<file path="src/rtl/los_pkg.sv">
// Package with the shared types and constants of the obstacle steering block.
`timescale 1ns / 1ps

package los_pkg;

   // Command codes on the request port.
   localparam logic [1:0] CMD_SAMPLE  = 2'd0;
   localparam logic [1:0] CMD_COMPASS = 2'd1;
   localparam logic [1:0] CMD_TICK    = 2'd2;

   // Configuration register indexes.
   localparam logic [2:0] REG_THRESHOLD = 3'd0;
   localparam logic [2:0] REG_TARGET    = 3'd1;
   localparam logic [2:0] REG_OFFSET    = 3'd2;
   localparam logic [2:0] REG_MAX_FLIPS = 3'd3;
   localparam logic [2:0] REG_WINDOW    = 3'd4;

   localparam logic [15:0] RANGE_MAX = 16'hFFFF;
   localparam logic [8:0]  DEG_FULL  = 9'd360;

   localparam logic [4:0] SPEED_STOP   = 5'd0;
   localparam logic [4:0] SPEED_GENTLE = 5'd20;
   localparam logic [4:0] SPEED_FULL   = 5'd30;

   localparam logic signed [6:0] TURN_HARD_LEFT  = 7'sd40;
   localparam logic signed [6:0] TURN_LEFT       = 7'sd20;
   localparam logic signed [6:0] TURN_NONE       = 7'sd0;
   localparam logic signed [6:0] TURN_RIGHT      = -7'sd20;
   localparam logic signed [6:0] TURN_HARD_RIGHT = -7'sd40;

   localparam int QUEUE_DEPTH = 4;

   typedef enum logic [1:0] {
      OP_SAMPLE,
      OP_COMPASS,
      OP_TICK
   } op_type;

   typedef struct packed {
      op_type      op;
      logic [6:0]  index;
      logic [15:0] range_mm;
      logic [8:0]  heading_deg;
   } entry_type;

   // Head of the queue as seen by the execution side.
   typedef struct packed {
      logic      valid;
      entry_type entry;
   } queue_head_type;

   typedef enum logic [1:0] {
      ST_IDLE,
      ST_SCAN,
      ST_DRAIN,
      ST_DECIDE
   } state_type;

endpackage

</file>
<file path="src/rtl/los_front.sv">
// Front end: accepts requests, drops those without effect and queues the rest.
`timescale 1ns / 1ps

module los_front import los_pkg::*; #(
   parameter int WINDOW = 90
) (
   input  logic           clock,
   input  logic           reset,
   input  logic           start,
   output logic           busy,
   input  logic [1:0]     req_command,
   input  logic [6:0]     req_sample_index,
   input  logic [15:0]    req_range_mm,
   input  logic [8:0]     req_heading_deg,
   output queue_head_type head,
   input  logic           pop
);

   localparam int PTR_W = $clog2(QUEUE_DEPTH);

   entry_type            q_ff [QUEUE_DEPTH];
   logic [PTR_W-1:0]     wr_ptr_ff, wr_ptr_in;
   logic [PTR_W-1:0]     rd_ptr_ff, rd_ptr_in;
   logic [PTR_W:0]       count_ff, count_in;
   logic                 accept;
   logic                 keep;
   logic                 push;
   logic                 do_pop;
   entry_type            new_entry;

   assign busy   = (count_ff == (PTR_W + 1)'(QUEUE_DEPTH));
   assign accept = start && !busy;

   // Classify the request: out-of-window samples and the unused code vanish here.
   always_comb begin
      keep      = 1'b0;
      new_entry = '{op: OP_SAMPLE, index: req_sample_index, range_mm: req_range_mm,
                    heading_deg: req_heading_deg};
      case (req_command)
         CMD_SAMPLE: begin
            keep         = ({2'b00, req_sample_index} < 9'(WINDOW));
            new_entry.op = OP_SAMPLE;
         end
         CMD_COMPASS: begin
            keep         = 1'b1;
            new_entry.op = OP_COMPASS;
         end
         CMD_TICK: begin
            keep         = 1'b1;
            new_entry.op = OP_TICK;
         end
         default: begin
            keep = 1'b0;
         end
      endcase
   end

   assign push   = accept && keep;
   assign do_pop = pop && (count_ff != '0);

   always_comb begin
      wr_ptr_in = push ? wr_ptr_ff + 1'b1 : wr_ptr_ff;
      rd_ptr_in = do_pop ? rd_ptr_ff + 1'b1 : rd_ptr_ff;
      count_in  = count_ff + (PTR_W + 1)'(push) - (PTR_W + 1)'(do_pop);
   end

   always_ff @(posedge clock) begin
      if (reset) begin
         wr_ptr_ff <= '0;
         rd_ptr_ff <= '0;
         count_ff  <= '0;
      end else begin
         wr_ptr_ff <= wr_ptr_in;
         rd_ptr_ff <= rd_ptr_in;
         count_ff  <= count_in;
      end
   end

   always_ff @(posedge clock) begin
      if (push) begin
         q_ff[wr_ptr_ff] <= new_entry;
      end
   end

   assign head = '{valid: (count_ff != '0), entry: q_ff[rd_ptr_ff]};

endmodule

</file>
<file path="src/rtl/los_back.sv">
// Back end: range store, heading, window scan and steering decision.
`timescale 1ns / 1ps

module los_back import los_pkg::*; #(
   parameter int WINDOW = 90
) (
   input  logic               clock,
   input  logic               reset,
   input  queue_head_type     head,
   output logic               pop,
   input  logic               csr_we,
   input  logic [2:0]         csr_index,
   input  logic [15:0]        csr_wdata,
   output logic               rsp_valid,
   output logic [4:0]         rsp_linear_speed,
   output logic signed [6:0]  rsp_turn_rate,
   output logic               rsp_obstacle_seen,
   output logic [6:0]         rsp_nearest_index
);

   localparam int IDX_W = $clog2(WINDOW);
   localparam logic [IDX_W-1:0] LAST_IDX  = IDX_W'(WINDOW - 1);
   localparam logic [IDX_W-1:0] LEFT_LAST = IDX_W'(WINDOW / 2);

   // Configuration registers.
   logic [15:0] thr_ff;
   logic [8:0]  tgt_ff;
   logic [8:0]  ofs_ff;
   logic [3:0]  max_flips_ff;
   logic [7:0]  tw_ff;

   state_type state_ff, state_in;

   logic [15:0]      mem [WINDOW];
   logic [WINDOW-1:0] written_ff;

   logic [IDX_W-1:0] rd_addr_ff, rd_addr_in;
   logic [15:0]      rd_data_ff;
   logic             rd_written_ff;
   logic [IDX_W-1:0] rd_idx_ff;
   logic             rd_live_ff;

   logic [15:0]      best_v_ff;
   logic [IDX_W-1:0] best_i_ff;

   logic       heading_valid_ff;
   logic [8:0] heading_ff, heading_in;
   logic [3:0] flip_ff, flip_in;
   logic       last_valid_ff, last_valid_in;
   logic       last_left_ff, last_left_in;

   logic             rsp_valid_ff;
   logic [4:0]       lin_ff, lin_in;
   logic signed [6:0] turn_ff, turn_in;
   logic             seen_ff;
   logic [6:0]       near_ff;

   logic do_sample;
   logic do_compass;
   logic scan_en;
   logic decide_en;
   logic [IDX_W-1:0] wr_idx;
   logic [15:0]      cur_v;
   logic             take;
   logic             seen;
   logic             left;

   logic [8:0]  raw_b, ofs_b;
   logic signed [9:0] hdiff;

   logic signed [10:0] h_s, d, dp, dm, tw_s, ntw_s;
   logic cond_left, cond_right;

   // Next state.
   always_comb begin
      state_in = state_ff;
      case (state_ff)
         ST_IDLE: begin
            if (head.valid && head.entry.op == OP_TICK) begin
               state_in = ST_SCAN;
            end
         end
         ST_SCAN: begin
            if (rd_addr_ff == LAST_IDX) begin
               state_in = ST_DRAIN;
            end
         end
         ST_DRAIN: begin
            state_in = ST_DECIDE;
         end
         ST_DECIDE: begin
            state_in = ST_IDLE;
         end
         default: begin
            state_in = ST_IDLE;
         end
      endcase
   end

   // State outputs.
   always_comb begin
      pop        = 1'b0;
      do_sample  = 1'b0;
      do_compass = 1'b0;
      scan_en    = 1'b0;
      decide_en  = 1'b0;
      case (state_ff)
         ST_IDLE: begin
            pop        = head.valid;
            do_sample  = head.valid && head.entry.op == OP_SAMPLE;
            do_compass = head.valid && head.entry.op == OP_COMPASS;
         end
         ST_SCAN: begin
            scan_en = 1'b1;
         end
         ST_DRAIN: begin
         end
         ST_DECIDE: begin
            decide_en = 1'b1;
         end
         default: begin
         end
      endcase
   end

   always_ff @(posedge clock) begin
      if (reset) begin
         state_ff <= ST_IDLE;
      end else begin
         state_ff <= state_in;
      end
   end

   always_ff @(posedge clock) begin
      if (reset) begin
         thr_ff       <= 16'd400;
         tgt_ff       <= 9'd285;
         ofs_ff       <= 9'd25;
         max_flips_ff <= 4'd2;
         tw_ff        <= 8'd150;
      end else if (csr_we) begin
         case (csr_index)
            REG_THRESHOLD: thr_ff       <= csr_wdata;
            REG_TARGET:    tgt_ff       <= csr_wdata[8:0];
            REG_OFFSET:    ofs_ff       <= csr_wdata[8:0];
            REG_MAX_FLIPS: max_flips_ff <= csr_wdata[3:0];
            REG_WINDOW:    tw_ff        <= csr_wdata[7:0];
            default: begin
            end
         endcase
      end
   end

   // Range store; an entry never written reads as maximum range.
   assign wr_idx = IDX_W'(head.entry.index);

   always_ff @(posedge clock) begin
      if (do_sample) begin
         mem[wr_idx] <= head.entry.range_mm;
      end
      rd_data_ff <= mem[rd_addr_ff];
   end

   always_ff @(posedge clock) begin
      if (reset) begin
         written_ff <= '0;
      end else if (do_sample) begin
         written_ff[wr_idx] <= 1'b1;
      end
   end

   always_comb begin
      rd_addr_in = rd_addr_ff;
      if (scan_en) begin
         rd_addr_in = rd_addr_ff + 1'b1;
      end else if (state_ff == ST_IDLE) begin
         rd_addr_in = '0;
      end
   end

   always_ff @(posedge clock) begin
      if (reset) begin
         rd_addr_ff <= '0;
         rd_live_ff <= 1'b0;
      end else begin
         rd_addr_ff <= rd_addr_in;
         rd_live_ff <= scan_en;
      end
   end

   always_ff @(posedge clock) begin
      rd_written_ff <= written_ff[rd_addr_ff];
      rd_idx_ff     <= rd_addr_ff;
   end

   // Running first minimum: only a strictly smaller value replaces it.
   assign cur_v = rd_written_ff ? rd_data_ff : RANGE_MAX;
   assign take  = rd_live_ff && (rd_idx_ff == '0 || cur_v < best_v_ff);

   always_ff @(posedge clock) begin
      if (take) begin
         best_v_ff <= cur_v;
         best_i_ff <= rd_idx_ff;
      end
   end

   // Compass reading, corrected by the mounting offset and wrapped.
   always_comb begin
      raw_b      = (head.entry.heading_deg >= DEG_FULL) ? head.entry.heading_deg - DEG_FULL
                                                        : head.entry.heading_deg;
      ofs_b      = (ofs_ff >= DEG_FULL) ? ofs_ff - DEG_FULL : ofs_ff;
      hdiff      = $signed({1'b0, raw_b}) - $signed({1'b0, ofs_b});
      heading_in = (hdiff < 0) ? 9'(hdiff + 10'sd360) : hdiff[8:0];
   end

   always_ff @(posedge clock) begin
      if (reset) begin
         heading_valid_ff <= 1'b0;
         heading_ff       <= '0;
      end else if (do_compass) begin
         heading_valid_ff <= 1'b1;
         heading_ff       <= heading_in;
      end
   end

   // Steering decision.
   always_comb begin
      seen  = (best_v_ff <= thr_ff);
      left  = (best_i_ff <= LEFT_LAST);
      h_s   = heading_valid_ff ? $signed({2'b00, heading_ff}) : -11'sd1;
      d     = h_s - $signed({2'b00, tgt_ff});
      dp    = d + 11'sd360;
      dm    = d - 11'sd360;
      tw_s  = $signed({3'b000, tw_ff});
      ntw_s = -tw_s;
      cond_left  = (d <= tw_s && d > 11'sd1) || (dp <= tw_s && dp > 11'sd1);
      cond_right = (d < -11'sd1 && d >= ntw_s) || (dm <= -11'sd1 && dm >= ntw_s);

      flip_in       = flip_ff;
      last_valid_in = last_valid_ff;
      last_left_in  = last_left_ff;
      lin_in        = SPEED_STOP;
      turn_in       = TURN_HARD_RIGHT;
      if (seen) begin
         lin_in = SPEED_STOP;
         if (flip_ff >= max_flips_ff) begin
            turn_in = TURN_HARD_RIGHT;
         end else begin
            turn_in = left ? TURN_HARD_LEFT : TURN_HARD_RIGHT;
            if (last_valid_ff && (last_left_ff != left)) begin
               flip_in = flip_ff + 1'b1;
            end
         end
         last_valid_in = 1'b1;
         last_left_in  = left;
      end else begin
         flip_in       = '0;
         last_valid_in = 1'b0;
         if (cond_left) begin
            lin_in  = SPEED_GENTLE;
            turn_in = TURN_LEFT;
         end else if (cond_right) begin
            lin_in  = SPEED_GENTLE;
            turn_in = TURN_RIGHT;
         end else if (d == 11'sd0) begin
            lin_in  = SPEED_FULL;
            turn_in = TURN_NONE;
         end else begin
            lin_in  = SPEED_STOP;
            turn_in = TURN_HARD_RIGHT;
         end
      end
   end

   always_ff @(posedge clock) begin
      if (reset) begin
         flip_ff       <= '0;
         last_valid_ff <= 1'b0;
         last_left_ff  <= 1'b0;
         rsp_valid_ff  <= 1'b0;
      end else begin
         rsp_valid_ff <= decide_en;
         if (decide_en) begin
            flip_ff       <= flip_in;
            last_valid_ff <= last_valid_in;
            last_left_ff  <= last_left_in;
         end
      end
   end

   always_ff @(posedge clock) begin
      if (decide_en) begin
         lin_ff  <= lin_in;
         turn_ff <= turn_in;
         seen_ff <= seen;
         near_ff <= 7'(best_i_ff);
      end
   end

   assign rsp_valid         = rsp_valid_ff;
   assign rsp_linear_speed  = lin_ff;
   assign rsp_turn_rate     = turn_ff;
   assign rsp_obstacle_seen = seen_ff;
   assign rsp_nearest_index = near_ff;

endmodule

</file>
<file path="src/rtl/lidar_obstacle_steering.sv">
// Top level of the obstacle steering controller: request queue and execution side.
//
//  Channel   Ports                                  Handshake
//  request   req_command/sample_index/range_mm/     taken when start high and busy low
//            heading_deg
//  response  rsp_linear_speed/turn_rate/            rsp_valid high for one cycle
//            obstacle_seen/nearest_index
//  config    csr_we, csr_index, csr_wdata           written when csr_we is high
//
// A request enters a four-entry queue; busy is high while the queue is full.
// Range samples and compass readings take effect in the cycle they are popped.
// A decision tick scans one store entry per cycle through the registered read
// port, then passes the drain and decide states before its response is shown.
// Reset clears control state and marks every store entry unwritten, so no
// clearing pass runs. The response cannot be held off.
`timescale 1ns / 1ps

module lidar_obstacle_steering import los_pkg::*; #(
   parameter int WINDOW = 90
) (
   input  logic              clock,
   input  logic              reset,
   input  logic              start,
   output logic              busy,
   input  logic [1:0]        req_command,
   input  logic [6:0]        req_sample_index,
   input  logic [15:0]       req_range_mm,
   input  logic [8:0]        req_heading_deg,
   output logic              rsp_valid,
   output logic [4:0]        rsp_linear_speed,
   output logic signed [6:0] rsp_turn_rate,
   output logic              rsp_obstacle_seen,
   output logic [6:0]        rsp_nearest_index,
   input  logic              csr_we,
   input  logic [2:0]        csr_index,
   input  logic [15:0]       csr_wdata
);

   queue_head_type head;
   logic           pop;

   los_front #(
      .WINDOW(WINDOW)
   ) u_front (
      .clock            (clock),
      .reset            (reset),
      .start            (start),
      .busy             (busy),
      .req_command      (req_command),
      .req_sample_index (req_sample_index),
      .req_range_mm     (req_range_mm),
      .req_heading_deg  (req_heading_deg),
      .head             (head),
      .pop              (pop)
   );

   los_back #(
      .WINDOW(WINDOW)
   ) u_back (
      .clock             (clock),
      .reset             (reset),
      .head              (head),
      .pop               (pop),
      .csr_we            (csr_we),
      .csr_index         (csr_index),
      .csr_wdata         (csr_wdata),
      .rsp_valid         (rsp_valid),
      .rsp_linear_speed  (rsp_linear_speed),
      .rsp_turn_rate     (rsp_turn_rate),
      .rsp_obstacle_seen (rsp_obstacle_seen),
      .rsp_nearest_index (rsp_nearest_index)
   );

endmodule
</file>
<file path="config.mk">
export PLATFORM = sky130hd
export DESIGN_NAME = lidar_obstacle_steering
export DESIGN_NICKNAME = d
export VERILOG_FILES = /design/src/rtl/los_pkg.sv /design/src/rtl/los_front.sv /design/src/rtl/los_back.sv /design/src/rtl/lidar_obstacle_steering.sv
export SDC_FILE = /design/constraint.sdc
export NUM_CORES = 2
export LEC_CHECK = 0
export ABC_CLOCK_PERIOD_IN_PS = 5800
export BUFFER_PORTS_ARGS = -buffer_cell sky130_fd_sc_hd__buf_2
export CORE_ASPECT_RATIO = 0.5
export CORE_MARGIN = 2
export CORE_UTILIZATION = 35
export CTS_CLUSTER_DIAMETER = 150
export DETAILED_ROUTE_END_ITERATION = 12
export PLACE_DENSITY = 0.53
export SYNTH_ARGS = -nofsm -noshare
export SYNTH_HDL_FRONTEND = slang
export SYNTH_HIERARCHICAL = 1
export SYNTH_SLANG_ARGS = --single-unit
</file>
<file path="constraint.sdc">
create_clock -name clock -period 5.8 [get_ports clock]
set_clock_uncertainty 0.2 [all_clocks]
set_input_delay 0.87 -clock clock [delete_from_list [all_inputs] [get_ports clock]]
set_output_delay 0.87 -clock clock [all_outputs]
set_load 0.02 [all_outputs]
</file>
==> flow_results.org <==
** Synth
- Count of synthesis-stage warnings from yosys :: 6
- Summing the sequential cell areas from Yosys gives 72.7% of the chip area.
- For this run, asynchronously set or reset flops after synthesis account for 0%.
- Summing the areas of all compound-gate instances in the mapped netlist gives 2.58% of the synthesized area.
- Post-Synth Adder-Cell Area :: 1.96%
- The mapped netlist covers 72000 sq um.
- Number of enable-type register cells in the synthesized netlist :: 1614
- In the synthesized netlist the dominant register cell turns out to be sky130_fd_sc_hd__edfxtp_1.
- Syn Inst Count :: 3692
- In the synthesized netlist, mux cells make up 16.7% of the area.
- Summing the areas of all and, or, nand and nor instances in the mapped netlist gives 3.95% of the synthesized area.
- Synthesis instantiated 81 different standard cells from the library.
- Flip-flop and latch count after synthesis :: 1810
- Dominant combinational cell family by area after synthesis :: multiplexers
- In this run the mean area of a mapped cell was 19.5 sq um.
- Summing the areas of all xor and xnor instances in the mapped netlist gives 0.511% of the synthesized area.

** Detailed routing
- The first detailed-routing pass ran for 7 iterations.
- For this block, the initial DRC count from the detailed router was 3204.
- Routed length per instance :: 26.0 um
- Via count :: 35739
- DR vias/cell :: 5.25
- DRC errors left :: 0
- Routed Wire Length :: 177000 um
- Remaining number of nets flagged by the antenna check after routing :: 0

** STA
- The worst pin sits at a relative slew slack of 18.4%.
- Final worst hold slack :: 0.0898 ns
- The clock period could shrink to 5.18 ns.
- Fin. Hold Viols :: 0
- Post-Route Setup TNS :: 0 ns
- Transition time of the tightest slew-check pin :: 1.22 ns
- Setup violations remaining at the end of the flow were counted as 0.
- Fmax :: 0.193 GHz
- Setup repair after global routing left no endpoint under its margin.
- Final worst path period share :: 89.4%
- Count of final max-slew check failures :: 0

** Power
- Sum of internal, switching and leakage power :: 32.3 mW
- The worst-case IR drop observed on VDD is 0.324 mV.
- Leakage Power :: 25.5 nW
- Total power divided by cell area :: 393 nW/um^2

** Flow run
- The tool flagged a number of max-cap violations equal to 0.

** Layout
- Once layout is done, the placed cells without fillers occupy 82100 sq um.
- At the end of the flow, the number of nets in the layout was 4091.
- Cells fill 40.2% of the core in the end.
- The post-route netlist has 27.1% of its cells at a drive strength greater than 1.
- Area grow syn2layout :: 13.9%

** Worst setup path
- Critical path endpoint category :: flip-flop
- Worst path bufs/invs :: 1
- The critical path in this run is classified as flip-flop to flip-flop.
- Reg2Reg Setup Slack :: 0.62 ns
- Worst R2R Start :: u_back/heading_valid_ff
- STA puts the critical path data arrival time at 5.50 ns.
- For the worst flop-to-flop path, the logic depth is 18.
- The largest individual stage delay along the critical path comes from the cell sky130_fd_sc_hd__or4b_2.
- Worst Path Max Fanout :: 9
- The signal on the critical path passes through nor2b_1 -> ha_1 -> fa_1 -> nor2b_1 -> o21ai_1 -> a211oi_4 -> inv_2 -> o2111ai_1 -> o21ai_0 -> a21oi_1 -> xnor2_1 -> ha_1 -> or4b_2 -> a221o_1 -> a31oi_1 -> nor3_1 -> a31oi_1 -> a31oi_1.
- Worst EP required :: 6.12 ns
- The endpoint identified for the worst register-to-register timing path is u_back/rsp_linear_speed[2].
- Dominant cell type by count on the critical path :: sky130_fd_sc_hd__a31oi_1
- Cell family contributing the most delay on the critical path :: compound AO/OA/AOI/OAI gates
- The largest single stage delay on the critical path is 0.59 ns.
- Kind of start point of the critical path :: flip-flop

** CTS
- Hold repair after CTS inserted 0 buffers.
- TritonCTS built the clock tree.
- Library cell used as clock root buffer :: sky130_fd_sc_hd__clkbuf_16
- Post-CTS repair changed the size of 0 cells.
- Clock edge transition at the registers on the reported setup and hold paths :: 0.06 ns
- Longest Clk Path Bufs :: 3
- The later pin in the worst-skew pair is clocked with a latency of 0.80 ns.
- The H-tree was split into 4 levels.
- Clock Sinks :: 1810
- TritonCTS buffer count :: 170
- Once the clock tree was built, the setup fixing pass inserted 0 buffers.

** Die
- From bottom edge to top edge, the die measures 325 um.
- Core area :: 204000 sq um
- Standard-cell row count :: 117
- For this configuration, the core starts out at a cell density of 35.3%.
- The die is 646 um wide.
- For this design the top-level I/O count stands at 79.
- The floorplan step defined a die boundary enclosing 210000 sq um.

** Min path
- Start point of the worst min-delay path :: req_range_mm[1]
- The worst hold path belongs to the class primary input to flip-flop.
- Hold Path Stages :: 1
- Hold Path Sink :: u_front/q_ff[3][10]

** Outcome
- Outcome :: finished clean

** Global route
- Aggregate global-route resource usage :: 16.9%
- The first global-routing pass estimated 257000 um of wire.
- Global routing finished with a remaining overflow of 0.
- Maximum number of pins on one net before global-route repair :: 91
- The number of antenna violations at the first check in global routing is 15.
- Number of global-route vias before repair :: 37001

** Placed design
- Buffers placed on the I/O ports in this run total 75.
- After detailed placement, the total cell area comes to 76700 sq um.
- At the end of routability-driven placement, the weighted congestion stood at 0.815.
- Detailed placement HPWL :: 104000 um
## worst register-to-register path, stage by stage (launching register included)
cell,delay (ns)
sky130_fd_sc_hd__dfxtp_1,0.38
sky130_fd_sc_hd__nor2b_1,0.17
sky130_fd_sc_hd__ha_1,0.20
sky130_fd_sc_hd__fa_1,0.43
sky130_fd_sc_hd__nor2b_1,0.19
sky130_fd_sc_hd__o21ai_1,0.14
sky130_fd_sc_hd__a211oi_4,0.42
sky130_fd_sc_hd__inv_2,0.16
sky130_fd_sc_hd__o2111ai_1,0.17
sky130_fd_sc_hd__o21ai_0,0.19
sky130_fd_sc_hd__a21oi_1,0.19
sky130_fd_sc_hd__xnor2_1,0.15
sky130_fd_sc_hd__ha_1,0.36
sky130_fd_sc_hd__or4b_2,0.59
sky130_fd_sc_hd__a221o_1,0.27
sky130_fd_sc_hd__a31oi_1,0.16
sky130_fd_sc_hd__nor3_1,0.10
sky130_fd_sc_hd__a31oi_1,0.31
sky130_fd_sc_hd__a31oi_1,0.13
## worst max-delay path by stage
stage | startpoint | to | slack [ns] | depth (start not counted)
floorplan | u_back/heading_valid_ff | u_back/rsp_linear_speed[2] | 0.80 | 19
global placement | u_back/heading_valid_ff | u_back/rsp_linear_speed[2] | 0.67 | 19
detailed placement | u_back/heading_valid_ff | u_back/rsp_linear_speed[2] | 0.65 | 18
CTS | u_back/heading_valid_ff | u_back/rsp_linear_speed[2] | 0.65 | 18
global route | u_back/heading_valid_ff | u_back/rsp_linear_speed[2] | 0.26 | 18
finish | u_back/heading_valid_ff | u_back/rsp_linear_speed[2] | 0.62 | 18
## placed cells by master, fill, tap and decap left out, types with 17 or more instances in the layout
| cell | instances |
|---|---|
| sky130_fd_sc_hd__a211oi_1 | 28 |
| sky130_fd_sc_hd__a21o_1 | 18 |
| sky130_fd_sc_hd__a21oi_1 | 66 |
| sky130_fd_sc_hd__buf_2 | 74 |
| sky130_fd_sc_hd__buf_4 | 143 |
| sky130_fd_sc_hd__clkbuf_1 | 58 |
| sky130_fd_sc_hd__clkbuf_16 | 175 |
| sky130_fd_sc_hd__clkbuf_8 | 24 |
| sky130_fd_sc_hd__clkinv_1 | 19 |
| sky130_fd_sc_hd__clkinv_2 | 18 |
| sky130_fd_sc_hd__dfxtp_1 | 190 |
| sky130_fd_sc_hd__edfxtp_1 | 1614 |
| sky130_fd_sc_hd__ha_1 | 108 |
| sky130_fd_sc_hd__inv_1 | 95 |
| sky130_fd_sc_hd__mux2i_1 | 55 |
| sky130_fd_sc_hd__mux4_2 | 500 |
| sky130_fd_sc_hd__nand2_1 | 114 |
| sky130_fd_sc_hd__nand2b_1 | 37 |
| sky130_fd_sc_hd__nand3_1 | 25 |
| sky130_fd_sc_hd__nor2_1 | 251 |
| sky130_fd_sc_hd__nor2_2 | 71 |
| sky130_fd_sc_hd__nor2b_1 | 46 |
| sky130_fd_sc_hd__o21ai_0 | 43 |
| sky130_fd_sc_hd__o21ba_2 | 17 |
| sky130_fd_sc_hd__xnor2_1 | 32 |
## cell families after synthesis
family	Yosys count
flip-flops	1810
AND/OR/NAND/NOR	623
multiplexers	566
buffers and inverters	272
AO/OA/AOI/OAI	267
adder cells (fa/ha/maj)	111
XOR/XNOR	42
other	1
## cells in the mapped netlist (all sizes together) (3+ instances only)
cell,instances,area [sq um]
inv,96,360
and2,10,67.6
dfxtp,196,3920
or2,6,37.5
mux4,510,11500
xnor2,32,280
clkbuf,110,414
nand3,25,125
o2111ai,3,32.5
a32oi,3,26.3
ha,108,1350
and4,3,26.3
nor3b,4,41.3
nand3b,9,67.6
mux2i,55,551
fa,3,60.1
a31oi,10,62.6
o21ba,18,180
nor2,322,1210
a211o,14,123
a221oi,3,26.3
nand4,8,50.1
buf,66,330
o31a,5,43.8
o21ai,46,230
a21o,18,135
a21oi,66,330
edfxtp,1614,48500
o31ai,5,37.5
nor4,3,18.8
and3,6,47.5
nor4b,4,50.1
nand2,115,434
o211ai,8,65.1
a21boi,3,22.5
nor3,14,75.1
a211oi,31,255
or3,7,43.8
o21a,10,75.1
a31o,3,26.3
nand2b,37,231
nor2b,46,288
xor2,10,87.6
## metal layers
layer / vias to the layer above / wire, um / track usage (%) / share of wire, %
li1: 15338 / - / - / -
met1: 19142 / 75800 / 23.0 / 43
met2: 1028 / 84000 / 27.1 / 47
met3: 231 / 12800 / 3.86 / 7.2
met4: 0 / 4310 / 4.89 / 2.4
met5: - / 0 / 0 / 0
## through the flow
step | cells | setup WS [ns]
final | 6806 | 0.616
after global routing | 6799 | 0.257
after CTS | 6799 | 0.646
after detailed placement | 6488 | 0.651
after global placement | 6488 | 0.666
after floorplan | 3694 | 0.803
## area by class of cell
class | count | area (sq um)
clock buffer | 257 | 4930
antenna | 7 | 17.5
timing repair buffer | 233 | 1760
inverter | 96 | 360
tap | 2737 | 3420
fill | 18149 | 122000
multi-input combinational | 1612 | 18800
sequential | 1810 | 52400
clock inverter | 54 | 394
## state kept, by name (all words and copies together) (netlist names), 8 cells and up, named ones only
signal / cells
u_back/best_v_ff: 16
u_back/heading_ff: 9
u_back/mem: 1440
u_back/ofs_ff: 9
u_back/rd_data_ff: 16
u_back/tgt_ff: 9
u_back/thr_ff: 16
u_back/tw_ff: 8
u_back/written_ff: 90
u_front/q_ff: 136
## where the power goes
group / switching, mW / total (mW) / internal, mW
Combinational: 3.71 / 5.82 / 2.11
Sequential: 0.129 / 15.7 / 15.5
Clock: 4.76 / 10.8 / 6.00
(Power assumes the default switching activity.)
